<file path="src/rtl/sfb_pkg.sv">
// shared constants, command types and helpers for the rectangle-fill frame store
// no dependencies
package sfb_pkg;

    // screen geometry
    localparam int SCREEN_WIDTH  = 320;
    localparam int SCREEN_HEIGHT = 200;
    localparam int STORE_SIZE    = SCREEN_WIDTH * SCREEN_HEIGHT;

    // coordinate and address widths
    localparam int XW = $clog2(SCREEN_WIDTH + 1);
    localparam int YW = $clog2(SCREEN_HEIGHT + 1);
    localparam int AW = $clog2(STORE_SIZE);

    // command queue depth
    localparam int QDEPTH = 2;
    localparam int QAW    = $clog2(QDEPTH);

    // reciprocal of 3 in 16 fractional bits, exact for dividends below 32768
    localparam int Y_RECIP = 21846;

    // function codes on the input channel
    localparam logic [1:0] FUNC_SIZE    = 2'd0;
    localparam logic [1:0] FUNC_CORNERS = 2'd1;
    localparam logic [1:0] FUNC_READ    = 2'd2;

    // classified command kinds
    typedef enum logic [1:0] {
        K_NONE = 2'd0,
        K_FILL = 2'd1,
        K_READ = 2'd2
    } t_kind;

    // one classified command, clipped to the screen
    typedef struct packed {
        t_kind           kind;
        logic [XW-1:0]   x0;
        logic [XW-1:0]   x1;
        logic [YW-1:0]   y0;
        logic [YW-1:0]   y1;
        logic [7:0]      index;
        logic [AW-1:0]   addr;
    } t_cmd;

    // rgb to 2-3-3 palette index
    function automatic logic [7:0] rgb_to_index(input logic [7:0] red,
                                                input logic [7:0] green,
                                                input logic [7:0] blue);
        rgb_to_index = {red[7:6], green[7:5], blue[7:5]};
    endfunction

endpackage

</file>
<file path="src/rtl/sfb_queue.sv">
// short command queue between front and back ends
// depends on sfb_pkg
module sfb_queue
    import sfb_pkg::*;
(
    input  logic i_clk,
    input  logic i_rst_n,
    input  logic i_push,
    input  t_cmd i_cmd,
    output logic o_full,
    input  logic i_pop,
    output logic o_valid,
    output t_cmd o_cmd
);

    t_cmd           r_slot [QDEPTH];
    logic [QAW-1:0] r_wr_ptr, n_wr_ptr;
    logic [QAW-1:0] r_rd_ptr, n_rd_ptr;
    logic [QAW:0]   r_count,  n_count;

    assign o_full  = (r_count == (QAW+1)'(QDEPTH));
    assign o_valid = (r_count != '0);
    assign o_cmd   = r_slot[r_rd_ptr];

    // pointer and fill level update
    always_comb begin
        n_wr_ptr = r_wr_ptr;
        n_rd_ptr = r_rd_ptr;
        n_count  = r_count;
        if (i_push) begin
            n_wr_ptr = (r_wr_ptr == QAW'(QDEPTH - 1)) ? '0 : r_wr_ptr + 1'b1;
        end
        if (i_pop) begin
            n_rd_ptr = (r_rd_ptr == QAW'(QDEPTH - 1)) ? '0 : r_rd_ptr + 1'b1;
        end
        if (i_push && !i_pop) begin
            n_count = r_count + 1'b1;
        end else if (!i_push && i_pop) begin
            n_count = r_count - 1'b1;
        end
    end

    always_ff @(posedge i_clk) begin
        if (!i_rst_n) begin
            r_wr_ptr <= '0;
            r_rd_ptr <= '0;
            r_count  <= '0;
        end else begin
            r_wr_ptr <= n_wr_ptr;
            r_rd_ptr <= n_rd_ptr;
            r_count  <= n_count;
        end
    end

    // slot storage
    always_ff @(posedge i_clk) begin
        if (i_push) begin
            r_slot[r_wr_ptr] <= i_cmd;
        end
    end

    a_no_overflow: assert property (@(posedge i_clk) disable iff (!i_rst_n)
        i_push |-> !o_full)
        else $error("push into full command queue");

    a_no_underflow: assert property (@(posedge i_clk) disable iff (!i_rst_n)
        i_pop |-> (r_count != '0))
        else $error("pop from empty command queue");

endmodule

</file>
<file path="config.mk">
export PLATFORM = sky130hd
export DESIGN_NAME = sfb_queue
export DESIGN_NICKNAME = d
export VERILOG_FILES = /design/src/rtl/sfb_pkg.sv /design/src/rtl/sfb_queue.sv
export SDC_FILE = /design/constraint.sdc
export NUM_CORES = 1
export LEC_CHECK = 0
export ABC_AREA = 1
export BUFFER_PORTS_ARGS = -buffer_cell sky130_fd_sc_hd__buf_2
export CAP_MARGIN = 20
export CORE_ASPECT_RATIO = 1.25
export CORE_MARGIN = 2
export CORE_UTILIZATION = 30
export CTS_BUF_LIST = sky130_fd_sc_hd__clkbuf_4 sky130_fd_sc_hd__clkbuf_8
export DETAILED_ROUTE_END_ITERATION = 8
export PLACE_DENSITY_LB_ADDON = 0.05
export REMOVE_ABC_BUFFERS = 1
export SLEW_MARGIN = 20
export SYNTH_ARGS = -nofsm -noshare
export SYNTH_HDL_FRONTEND = slang
export SYNTH_SLANG_ARGS = --single-unit
</file>
<file path="constraint.sdc">
create_clock -name i_clk -period 3.7 [get_ports i_clk]
set_clock_uncertainty 0.2 [all_clocks]
set_input_delay 0.74 -clock i_clk [delete_from_list [all_inputs] [get_ports i_clk]]
set_output_delay 0.74 -clock i_clk [all_outputs]
set_load 0.02 [all_outputs]
</file>
* Word level (Yosys, flattened, before mapping)
Memories as Yosys holds them, arrays and structs flattened. A register that Yosys moved wholly into a read port is not among the register bits.
Cells that the tools add are included.
** Operators by class
- $add $sub $neg :: 4
- Equality and inequality tests :: 1
- Muxes and demuxes :: 8
- Reductions and logical operators :: 6
** Operators by type and width (count)
- 1-bit 2-to-1 mux :: 6
- 2-bit 2-to-1 mux :: 2
- 2-bit nonzero test :: 2
- 1-bit adder (second input constant) :: 2
- 2-bit by 1-bit adder with 2-bit output (second input constant) :: 1
- 2-bit equality test (second input constant) :: 1
- 1-bit logical AND :: 2
- 1-bit zero test :: 2
- 2-bit by 1-bit subtractor with 2-bit output (second input constant) :: 1
** Storage, ports and cells
- Flip-flop bits (word level) :: 4
- Memory bits (writable) :: 120
- Input port bits :: 64
- Output and inout port bits :: 62
- Word-level logic and storage cells :: 23
- Memories kept :: 1
** Memory list
- r_slot :: words 2, bits a word 60, rd ports 1, clocked after Yosys merged registers in 1, write ports 1, RTL line sfb_queue.sv:16 : t_cmd r_slot [QDEPTH];

* Logic depth before layout (Yosys ltp)
- Depth in word-level cells :: 4
- Gate-level depth with buffers :: 8
- Mapped depth without buffers :: 8

* Least setup slack after synthesis
No wires, ideal clock.
- Path kind :: input to register
- From :: in i_push
- To :: mem r_slot[0][0] in the netlist's numbering, enable pin
- Arrival time :: 3297 ps
- Required time :: 3020 ps
- Path slack :: -277 ps
- Stages on the path :: 2
- Buffers on the path :: 0
- Cell sequence :: inv_1 -> nor2_1
** Between the ends
- Word-level cells in the longest chain between the ends :: 2
** RTL lines
- start, declared :: RTL line sfb_queue.sv:8 : input logic i_push,
- 1-bit 2-to-1 mux :: RTL line sfb_queue.sv:57 : if (i_push) begin
- 1-bit 2-to-1 mux (implied by the code) :: RTL line sfb_queue.sv:58 : r_slot[r_wr_ptr] <= i_cmd;
- end, declared :: RTL line sfb_queue.sv:16
No other way between the ends.

==> out/qor.txt <==
Status -> finished clean
Largest net degree at the start of global routing -> 39
Crit path DAT -> 1.96 ns
Place WS -> 1.20 ns
Post-CTS Repair Setup Buffers -> 0
GRT overflow -> 0
Final std cells w/o fill -> 593
Crit end category -> output pin
Worst hold path class -> in2reg
Area grow syn2layout -> 25.4%
Die area -> 17300 sq um
I/O pin cnt -> 126
Max clock buf depth -> 2
CP Launch Type -> flop
Wl on met1 -> 3.68 mm
Netlist Area Pre-Place -> 4860 sq um
Post-synth top area share -> 0.741
Power Dens Cells -> 519 nW/um^2
Vias -> 2396
Mapped Cells -> 222
Clock Latency Late Sink -> 0.41 ns
Core ar. -> 16000 sq um
H-tree Lvls -> 4
Crit-path cells -> buf_12, mux2_4, buf_2
Share of cells above drive strength 1 -> 0.594
Slew Viols, Final -> 0
TritonCTS clock tree -> built
Post-synth top area cell -> edfxtp_1
PortBufs -> 125
DR top layer -> met4
P_sw -> 764 uW
Synth top area cells -> edfxtp_1 (74%), mux2_4 (19%), buf_12 (2.5%)
CTS root buffer -> clkbuf_8
Max-slew headroom -> 0.686
Reg power frac -> 0.526
Worst EP required -> 2.76 ns
Vias per cell -> 4.04
Final worst setup slack -> 0.797 ns
Vias in the first global route -> 2590
Register area share after synthesis -> 0.762
Final hold slack -> 0.302 ns
Antenna-violating nets left -> 0
WL met2 -> 4.60 mm
Synthesized area per cell -> 21.9 sq um
Max Cap Viol -> 0
First-pass GRT wire length -> 14.0 mm
Antenna Cells -> 0
Clock-pin slew on the worst setup and hold paths -> 0.08 ns
Initial Util -> 0.304
Core Rows -> 52
Power, Total -> 3170 uW
RSZ-0062 raised after global routing -> false
Net Sw Frac -> 0.241
Initial DRT Pass Iterations -> 4
Die width -> 118 um
Final hold vios -> 0
Worst Max-Slew Pin Slew -> 0.471 ns
Routed WL -> 9.03 mm
Fmax -> 344 MHz
DRC violations left -> 0
Flops & latches, synth -> 125
DRT iter0 DRCs -> 88
Clock group share of total power -> 0.355
Crit path max fanout -> 38
Synth warn -> 0
Post-layout net count -> 429
Tcrit/Tclk final -> 0.785
LEAKAGE -> 0.00242 uW
Max VDD drop -> 0.000175 V
Distinct cell type count after synthesis -> 13
CP Class -> reg2out
Placed cells -> 561
Final HPWL DP -> 5.92 mm
Worst path max stage delay -> 0.65 ns
Comb pwr share -> 0.119
Number of antenna violations at the first check in global routing -> 0
Die Span Y -> 146 um
WL/cell -> 15.2 um
CTS buffer count -> 17
Hold Buf Count CTS -> 0
CTS resizes -> 0
Sink Count -> 125
RD Place Congestion -> 0.661
Total track usage -> 0.109
WL met3 -> 619 um
Int Pwr -> 2400 uW
Crit-path slowest cell -> dfxtp_4
Final setup fails -> 0
Final core occ -> 0.381
Min cycle time layout -> 2.90 ns
registers in the layout, indices dropped and copies added (netlist names), named ones only:
register,cells
r_wr_ptr,1
r_count,2
r_rd_ptr,1
r_slot,120
routing by layer:
layer / global-route usage / up-vias
met2: 0.179 / 80
met1: 0.125 / 1164
li1: - / 1143
met4: 0.0488 / 0
met3: 0.0469 / 9
met5: 0 / -
worst max-delay path, delay by kind of cell, from the launching register on:
kind	cells	cell delay [ns]
buffers and inverters	2	0.51
flip-flops	1	0.65
multiplexers	1	0.34
through the flow:
step                      setup TNS (ns)  cell area [sq um]
after global routing                   0               6100
after global placement                 0               5710
final                                  0               6100
after detailed placement               0               5710
after CTS                              0               6100
after floorplan                   -21.97               4730
cells in the mapped netlist:
cell / number
edfxtp_1: 120
mux2_4: 60
nand2_1: 9
inv_1: 8
nor2_1: 8
buf_12: 6
dfxtp_1: 5
a21oi_1: 1
buf_6: 1
ha_1: 1
nand3_1: 1
nand4_1: 1
o21ai_0: 1
cells by family after synthesis:
family                   Yosys count  synth area share
AO/OA/AOI/OAI                      2           0.00206
AND/OR/NAND/NOR                   19            0.0154
buffers and inverters             15            0.0332
adder cells (fa/ha/maj)            1           0.00257
multiplexers                      60             0.185
flip-flops                       125             0.762
path summary, 6_finish.rpt:
path / startpoint / to / slack (ns) / depth (start not counted)
worst min-delay path: i_cmd[23] / r_slot[1][23] / 0.30 / 1
worst max-delay path: flop / o_cmd[17] / 0.80 / 3
worst max register to register: r_wr_ptr / r_slot[1][19] / 2.00 / 3
worst min register to register: r_rd_ptr / r_rd_ptr / 0.31 / 2
area by class of cell:
cell class	count	area, sq um
Clock buffer	17	234
Sequential cell	125	3710
Tap cell	216	270
Timing Repair Buffer	130	701
Inverter	8	30.0
Clock inverter	15	150
Multi-Input combinational cell	82	1010
Fill cell	1561	9910
power groups by stage:
stage / sequential (uW) / clock, uW / combinational [uW]
6_report: 1660 / 1120 / 376
5_1_grt: 1670 / 1240 / 405
4_1_cts: 1670 / 1180 / 386
3_5_place_dp: 1700 / 0 / 385
3_3_place_gp: 1700 / 0 / 385
2_1_floorplan: 1710 / 0 / 240
placed cells by master, fill, tap and decap left out, drive strengths merged:
master | Yosys | layout
nor2 | 8 | 8
o21ai | 1 | 1
edfxtp | 120 | 120
clkinvlp | 0 | 6
nand3 | 1 | 1
buf | 7 | 130
ha | 1 | 1
clkinv | 0 | 7
bufinv | 0 | 2
dfxtp | 5 | 5
inv | 8 | 8
a21oi | 1 | 1
nand4 | 1 | 1
nand2 | 9 | 9
mux2 | 60 | 60
clkbuf | 0 | 17
No activity file was read; power rests on OpenSTA's default activity.
