==> src/rtl/sfb_pkg.sv <==
// shared constants, command types and helpers for the rectangle-fill frame store
// no dependencies
package sfb_pkg;

    // screen geometry
    localparam int SCREEN_WIDTH  = 320;
    localparam int SCREEN_HEIGHT = 200;
    localparam int STORE_SIZE    = SCREEN_WIDTH * SCREEN_HEIGHT;

    // coordinate and address widths
    localparam int XW = $clog2(SCREEN_WIDTH + 1);
    localparam int YW = $clog2(SCREEN_HEIGHT + 1);
    localparam int AW = $clog2(STORE_SIZE);

    // command queue depth
    localparam int QDEPTH = 2;
    localparam int QAW    = $clog2(QDEPTH);

    // reciprocal of 3 in 16 fractional bits, exact for dividends below 32768
    localparam int Y_RECIP = 21846;

    // function codes on the input channel
    localparam logic [1:0] FUNC_SIZE    = 2'd0;
    localparam logic [1:0] FUNC_CORNERS = 2'd1;
    localparam logic [1:0] FUNC_READ    = 2'd2;

    // classified command kinds
    typedef enum logic [1:0] {
        K_NONE = 2'd0,
        K_FILL = 2'd1,
        K_READ = 2'd2
    } t_kind;

    // one classified command, clipped to the screen
    typedef struct packed {
        t_kind           kind;
        logic [XW-1:0]   x0;
        logic [XW-1:0]   x1;
        logic [YW-1:0]   y0;
        logic [YW-1:0]   y1;
        logic [7:0]      index;
        logic [AW-1:0]   addr;
    } t_cmd;

    // rgb to 2-3-3 palette index
    function automatic logic [7:0] rgb_to_index(input logic [7:0] red,
                                                input logic [7:0] green,
                                                input logic [7:0] blue);
        rgb_to_index = {red[7:6], green[7:5], blue[7:5]};
    endfunction

endpackage

==> src/rtl/sfb_front.sv <==
// front end: accepts commands, scales and clips the box, classifies the command
// depends on sfb_pkg
module sfb_front
    import sfb_pkg::*;
(
    input  logic                 i_clk,
    input  logic                 i_rst_n,
    input  logic                 i_in_valid,
    output logic                 o_in_stall,
    input  logic [1:0]           i_func,
    input  logic signed [11:0]   i_x_start,
    input  logic signed [11:0]   i_y_start,
    input  logic signed [11:0]   i_x_extent,
    input  logic signed [11:0]   i_y_extent,
    input  logic [7:0]           i_red,
    input  logic [7:0]           i_green,
    input  logic [7:0]           i_blue,
    input  logic [15:0]          i_pixel_address,
    output logic                 o_push,
    output t_cmd                 o_cmd,
    input  logic                 i_full
);

    // stage one registers
    logic          r_s1_valid, n_s1_valid;
    logic [1:0]    r_func;
    logic [9:0]    r_x0h;
    logic [10:0]   r_x1h;
    logic [12:0]   r_w0;
    logic [12:0]   r_w1;
    logic [7:0]    r_index;
    logic          r_rd_ok;
    logic [AW-1:0] r_addr;

    logic          accept, take;
    logic signed [12:0] x1_sum, y1_sum;
    logic [10:0]   x0_pos;
    logic [11:0]   x1_pos;
    logic [10:0]   y0_pos;
    logic [11:0]   y1_pos;
    logic [13:0]   y0_x5;
    logic [14:0]   y1_x5;

    logic [28:0]   p0, p1;
    logic [11:0]   x0_c, x1_c, y0_c, y1_c, x1_m, y1_m;
    logic [11:0]   lim_x, lim_y;
    logic          box_empty;
    t_kind         kind;

    assign take       = r_s1_valid && !i_full;
    assign o_in_stall = r_s1_valid && i_full;
    assign accept     = i_in_valid && !o_in_stall;

    // end corners, as width/height or as a corner
    always_comb begin
        if (i_func == FUNC_SIZE) begin
            x1_sum = 13'(i_x_start) + 13'(i_x_extent);
            y1_sum = 13'(i_y_start) + 13'(i_y_extent);
        end else begin
            x1_sum = 13'(i_x_extent);
            y1_sum = 13'(i_y_extent);
        end
    end

    // negative bounds clip to zero either way, so clamp before scaling
    assign x0_pos = i_x_start[11] ? 11'd0 : i_x_start[10:0];
    assign x1_pos = x1_sum[12]    ? 12'd0 : x1_sum[11:0];
    assign y0_pos = i_y_start[11] ? 11'd0 : i_y_start[10:0];
    assign y1_pos = y1_sum[12]    ? 12'd0 : y1_sum[11:0];

    // y times 5, divided by 4 here and by 3 after the stage one registers
    assign y0_x5 = {1'b0, y0_pos, 2'b00} + 14'(y0_pos);
    assign y1_x5 = {1'b0, y1_pos, 2'b00} + 15'(y1_pos);

    always_comb begin
        n_s1_valid = r_s1_valid;
        if (accept) begin
            n_s1_valid = 1'b1;
        end else if (take) begin
            n_s1_valid = 1'b0;
        end
    end

    // stage one control
    always_ff @(posedge i_clk) begin
        if (!i_rst_n) begin
            r_s1_valid <= 1'b0;
        end else begin
            r_s1_valid <= n_s1_valid;
        end
    end

    // stage one payload
    always_ff @(posedge i_clk) begin
        if (accept) begin
            r_func  <= i_func;
            r_x0h   <= x0_pos[10:1];
            r_x1h   <= x1_pos[11:1];
            r_w0    <= 13'(y0_x5[13:2]);
            r_w1    <= y1_x5[14:2];
            r_index <= rgb_to_index(i_red, i_green, i_blue);
            r_rd_ok <= (32'(i_pixel_address) < 32'(STORE_SIZE));
            r_addr  <= AW'(i_pixel_address);
        end
    end

    // divide by 3 through the reciprocal
    assign p0 = 29'(r_w0) * 29'(Y_RECIP);
    assign p1 = 29'(r_w1) * 29'(Y_RECIP);

    // clip to the screen
    assign lim_x = 12'(SCREEN_WIDTH);
    assign lim_y = 12'(SCREEN_HEIGHT);
    assign x0_c  = 12'(r_x0h);
    assign x1_c  = 12'(r_x1h);
    assign y0_c  = 12'(p0[26:16]);
    assign y1_c  = 12'(p1[26:16]);
    assign x1_m  = (x1_c > lim_x) ? lim_x : x1_c;
    assign y1_m  = (y1_c > lim_y) ? lim_y : y1_c;
    assign box_empty = (x1_m <= x0_c) || (y1_m <= y0_c);

    // classify
    always_comb begin
        case (r_func)
            FUNC_SIZE, FUNC_CORNERS: kind = box_empty ? K_NONE : K_FILL;
            FUNC_READ:               kind = r_rd_ok ? K_READ : K_NONE;
            default:                 kind = K_NONE;
        endcase
    end

    assign o_push       = take;
    assign o_cmd.kind   = kind;
    assign o_cmd.x0     = XW'(x0_c);
    assign o_cmd.x1     = XW'(x1_m);
    assign o_cmd.y0     = YW'(y0_c);
    assign o_cmd.y1     = YW'(y1_m);
    assign o_cmd.index  = r_index;
    assign o_cmd.addr   = r_addr;

endmodule

==> config.mk <==
export PLATFORM = sky130hd
export DESIGN_NAME = sfb_front
export DESIGN_NICKNAME = d
export VERILOG_FILES = /design/src/rtl/sfb_pkg.sv /design/src/rtl/sfb_front.sv
export SDC_FILE = /design/constraint.sdc
export NUM_CORES = 1
export LEC_CHECK = 0
export ABC_AREA = 1
export BUFFER_PORTS_ARGS = -buffer_cell sky130_fd_sc_hd__buf_4
export CORE_MARGIN = 1.5
export CORE_UTILIZATION = 50
export DETAILED_ROUTE_END_ITERATION = 8
export PLACE_DENSITY = 0.69
export REMOVE_ABC_BUFFERS = 1
export SLEW_MARGIN = 20
export SYNTH_ARGS = -nofsm -noshare
export SYNTH_HDL_FRONTEND = slang
export SYNTH_SLANG_ARGS = --single-unit
==> constraint.sdc <==
create_clock -name i_clk -period 19.35 [get_ports i_clk]
set_clock_uncertainty 0.1 [all_clocks]
set_input_delay 4.8375 -clock i_clk [delete_from_list [all_inputs] [get_ports i_clk]]
set_output_delay 4.8375 -clock i_clk [all_outputs]
set_load 0.01 [all_outputs]
# Word-level counts from Yosys, hierarchy flattened
# Cells that the tools add are included.
# Widths: inputs -> output; s select.
dict set report op_classes {
  n_addsub 4
  n_mul 2
  div 0
  n_lt_le_gt_ge 5
  eq_ne 2
  shifts 0
  mux 11
  n_bitwise 0
  reduce_logical 10
}
# op n
set op_table {}
lappend op_table {{$mux 11} 3}
lappend op_table {{$add 12x12->13} 2}
lappend op_table {{$mul 12x14->26 const B} 1}
lappend op_table {{$mul 13x14->26 const B} 1}
lappend op_table {{$mux 13} 2}
lappend op_table {{$lt 16x16->1 const B} 1}
lappend op_table {{$add 14x12->15} 1}
lappend op_table {{$add 13x11->14} 1}
lappend op_table {{$mux 12} 1}
lappend op_table {{$gt 11x8->1 const B} 1}
lappend op_table {{$gt 11x9->1 const B} 1}
lappend op_table {{$le 11x10->1} 1}
lappend op_table {{$le 11x11->1} 1}
lappend op_table {{$logic_not 2->1} 2}
lappend op_table {{$pmux 2 s2} 1}
lappend op_table {{$logic_and 1x1->1} 3}
lappend op_table {{$mux 1} 3}
lappend op_table {{$eq 2x1->1 const B} 1}
lappend op_table {{$eq 2x2->1 const B} 1}
lappend op_table {{$logic_not 1->1} 2}
lappend op_table {{$mux 2} 1}
lappend op_table {{$reduce_bool 2->1} 1}
lappend op_table {{$reduce_or 2->1} 1}
lappend op_table {{$logic_or 1x1->1} 1}
dict set report word_totals {
  ff_bits 74
  latch_bits 0
  mem_bits_rw 0
  mem_bits_ro 0
  inputBits 94
  output_inout_bits 62
  elab_cells 43
  n_memories 0
}

# Longest topological paths before layout
dict set report logic_depth {
  depth_word 7
  mapped_depth 31
  mapped_depth_nobuf 31
}

# Least setup slack after synthesis
# OpenSTA, ideal clock, no wires.
dict set report synth_timing {
  path_type {flip-flop to output port}
  startpoint {reg r_w1[10]}
  endpoint {out o_cmd[58] in the netlist's numbering}
  arrival_ps 5374
  required_ps 14413
  slack_ps 9038
  path_stages_with_launch 30
  n_path_buf 0
  cell_sequence {edfxtp_1 ha_1 ha_1 xor2_1 inv_1 fa_1 fa_1 inv_1 fa_1 ha_1 nand2_1 inv_1 nand2_1 nand2_1 a21oi_1 nand2_1 nand2_2 o21ai_0 nand2_1 nand2_1 nor2_4 nand2_4 nor2_1 ha_1 inv_1 o31ai_1 nand3_1 o2111ai_1 nand4_1 a21oi_1}
}
# element line_no
set synth_rtl {}
lappend synth_rtl {{start: declaration} sfb_front.sv:30} ;# logic [12:0] r_w1;
lappend synth_rtl {{start signal: assignment} sfb_front.sv:100} ;# r_w1 <= y1_x5[14:2];
lappend synth_rtl {{end: declaration} sfb_front.sv:20} ;# output t_cmd o_cmd,

==> impl_metrics.py <==
metrics = {
    "worst_setup_path": {
        "crit_path_max_fanout": 5,
        "regToRegEndpoint": "r_w1[8]",
        "reg2reg_depth": 4,
        "cp.required_ns": 14.41,
        "crit_slowest_cell": "fa_1",
        "rrSetupSlack_ns": 17.41,
        "worstSetupPathType": "reg2out",
        "crit_path_frequent_cell": "ha_1",
        "critical_path.startpoint_type": "register",
        "critical-path-max-stage-delay_ns": 0.55,
        "timing.critical_path.arrival_ns": 6.46,
        "cp-startpoint": "r_w1[10]",
        "timing.rr.start": "r_s1_valid",
        "cp-endpoint": "o_cmd[58]",
        "worst_setup_path_end_kind": "output port",
    },
    "detailed_routing": {
        "wirelength_mm": 25.0,
        "drt_pass1_iterations": 7,
        "post_drt_wl_per_cell_um": 13.8,
        "drt-vias-per-instance": 5.13,
        "via_count": 9273,
        "detail_route.drc_violations": 4,
        "drt-initial-drc-count": 354,
        "antenna_violating_nets_post_route": 0,
    },
    "grt": {
        "grt_antenna_before_repair": 0,
        "via_count_of_the_first_global_routing_pass": 9233,
        "busiest_layer": "met2",
        "grt_overflow_total": 0,
        "maximum_number_of_pins_on_one_net_before_global_route_repair": 64,
        "grt.met3_usage": 0.0224,
        "groute.layer.met1.usage": 0.287,
        "grt_first_pass_wirelength_mm": 42.1,
        "grtUsageMet2": 0.383,
        "globalRouteTotalUtil": 0.218,
    },
    "final_layout": {
        "final_layout_size_suffix_gt1_frac": 0.114,
        "non_filler_instance_count_after_layout": 1809,
        "area_delta_synth_final_pct": 14.0,
        "final_net_count": 1913,
        "fillCellCount": 2016,
        "antenna-diode-count": 0,
    },
    "synthesis": {
        "synth-warning-count": 0,
        "synth_cell_types": 42,
        "synth_area_per_cell_um2": 8.09,
        "netlist_instances": 1392,
        "synth.ff_latch_count": 74,
        "ys_seq_area_frac": 0.197,
        "synthesis.area_um2": 11300,
    },
    "die": {
        "design.core.area_um2": 22000,
        "row_cnt": 54,
        "die_height_um": 153,
        "initial_utilization": 0.513,
        "die_x_um": 153,
        "pin_count": 156,
        "fp.dieArea_um2": 23400,
    },
    "clocking": {
        "clk_latency_ns": 0.33,
        "post-cts-setup-buffer-count": 0,
        "post_cts.resized_instances": 0,
        "tritoncts_clock_tree": "done",
        "cts_sinks": 74,
        "hold_fix_buffer_count_after_cts": 0,
        "cts_htree_levels": 3,
        "clk_root_buffer_cell": "clkbuf_16",
        "number_of_buffers_created_by_cts": 9,
        "clk_transition_reported_paths_ns": 0.06,
        "cts-root-to-sink-buffers": 2,
    },
    "timing": {
        "fmax_mhz": 87.7,
        "rsz0062_at_grt": "no",
        "setup-tns-final_ns": 0,
        "report.final.hold_viol_count": 0,
        "setup_viol_count_final": 0,
        "finalWorstPathRequiredPeriod_ns": 11.40,
        "drv_slew": 0,
        "headroom_to_the_max_slew_limit": 0.466,
        "tightestPinTransition_ns": 0.801,
        "post-route-period-util": 0.589,
    },
    "job": {
        "drv.max_cap_violation_count": 0,
    },
    "place": {
        "buffer_ports.inserted": 139,
        "placedCellCount": 1793,
        "dpl.hpwl_mm": 22.1,
        "routability_congestion_estimate_from_global_placement": 0.955,
    },
    "run_status": {
        "result_of_the_run": "finished with violations",
        "failed_checks": "DRC",
    },
    "hold_path": {
        "min-delay-path-class": "reg2reg",
    },
}
-- worst max-delay path, delay by kind of cell, from the launching register on --
family	cells	cell delay, ns
AND/OR/NAND/NOR	10	0.98
adder cells (fa/ha/maj)	7	2.83
XOR/XNOR	1	0.36
flip-flops	1	0.43
buffers and inverters	4	0.30
AO/OA/AOI/OAI	6	1.24
-- flip-flops by register name, indices dropped and copies added, names as in the netlist --
name and count:
r_index 8, r_x1h 11, r_x0h 10, r_w0 12, r_w1 13, r_s1_valid 1
r_rd_ok 1, r_func 2, r_addr 16
-- per-layer routing --
| layer | wire [µm] | share of wire |
|---|---|---|
| met2 | 12000 | 0.48 |
| met4 | 367 | 0.015 |
| met1 | 11700 | 0.47 |
| met3 | 960 | 0.038 |
| met5 | 0 | 0 |
-- worst min path at each step --
| stage | startpoint | to | slack [ns] | cells past startpoint |
|---|---|---|---|---|
| after detailed placement | r_s1_valid | r_s1_valid | 0.39 | 2 |
| after floorplan | r_s1_valid | r_s1_valid | 0.36 | 2 |
| final | r_s1_valid | r_s1_valid | 0.39 | 2 |
| after CTS | r_s1_valid | r_s1_valid | 0.40 | 2 |
| after global placement | r_s1_valid | r_s1_valid | 0.38 | 2 |
| after global routing | r_s1_valid | r_s1_valid | 0.44 | 2 |
-- per-stage QoR --
step	setup slack [ns]	util	instance area [µm²]	hold slack, ns
6_report	7.95	0.584	12800	0.393
3_5_place_dp	8.23	0.571	12500	0.389
4_1_cts	7.86	0.584	12800	0.398
2_1_floorplan	9.04	-	11100	0.363
5_1_grt	7.40	0.584	12800	0.439
3_3_place_gp	8.34	0.571	12500	0.380
-- placed cells by master (no fill, tap or decap), types with 2 or more instances in the layout --
cell,netlist,layout
or2_2,3,3
nor2_4,1,2
inv_6,0,2
conb_1,1,4
xor2_1,26,26
nor4_1,4,4
nor2_1,102,101
nand2_1,241,241
a21oi_1,97,97
and2_1,2,2
fa_1,90,90
a211oi_1,5,5
a31oi_1,2,2
o21ai_1,3,3
xnor2_1,13,13
buf_4,17,141
o2111ai_1,3,3
nor3_1,18,18
a21o_1,7,7
edfxtp_1,73,73
nand4_1,13,13
and3_1,3,3
nor2_2,4,4
clkbuf_16,0,9
o211ai_1,4,4
ha_1,205,205
nand2_2,8,8
o21ai_0,49,49
inv_1,309,309
o21bai_1,7,7
a21boi_0,3,3
nand3b_1,8,8
nand3_1,52,52
o21a_1,3,3
o31ai_1,2,2
-- final cells by class --
cell class,instances,area (µm²),share of cell area
multi-input combinational,989,7750,0.604
sequential,74,2210,0.172
inverter,309,1160,0.0904
timing repair buffer,141,1060,0.0825
tap,280,350,0.0273
clock buffer,10,229,0.0179
clock inverter,6,63.8,0.00498
-- cells in the mapped netlist, drive strengths merged --
cell type,count,area share
o21bai,7,0.0047
conb,1,0.00033
nor3,18,0.0080
xnor2,13,0.010
fa,90,0.16
and3,3,0.0017
or4,1,0.00067
a21oi,97,0.043
nor3b,1,0.0011
edfxtp,73,0.19
nand2b,1,0.00056
ha,205,0.23
nand2,250,0.086
a211oi,5,0.0033
nand3,53,0.024
and2,2,0.0011
o31ai,2,0.0013
o21a,3,0.0020
a31oi,2,0.0011
xor2,26,0.020
inv,309,0.10
dfxtp,1,0.0018
nand4,13,0.0072
nor4,4,0.0022
o2111ai,3,0.0023
o211ai,4,0.0027
nor2,107,0.037
o221ai,1,0.00078
a21boi,3,0.0020
o21ai,52,0.023
clkbuf,6,0.0020
or2,3,0.0017
buf,17,0.011
nand3b,8,0.0053
o22ai,1,0.00056
a21o,7,0.0047
-- cell families after synthesis --
logic type	after synthesis	share of synthesized area
simple gates	464	0.177
buf+inv	332	0.116
fa+ha+maj	295	0.388
compound gates	187	0.0917
flops	74	0.197
xor+xnor	39	0.0304
other cells	1	0.000333
Power is not shown: default switching activity piles up to over one toggle a cycle in this logic, so the estimate is an artifact.
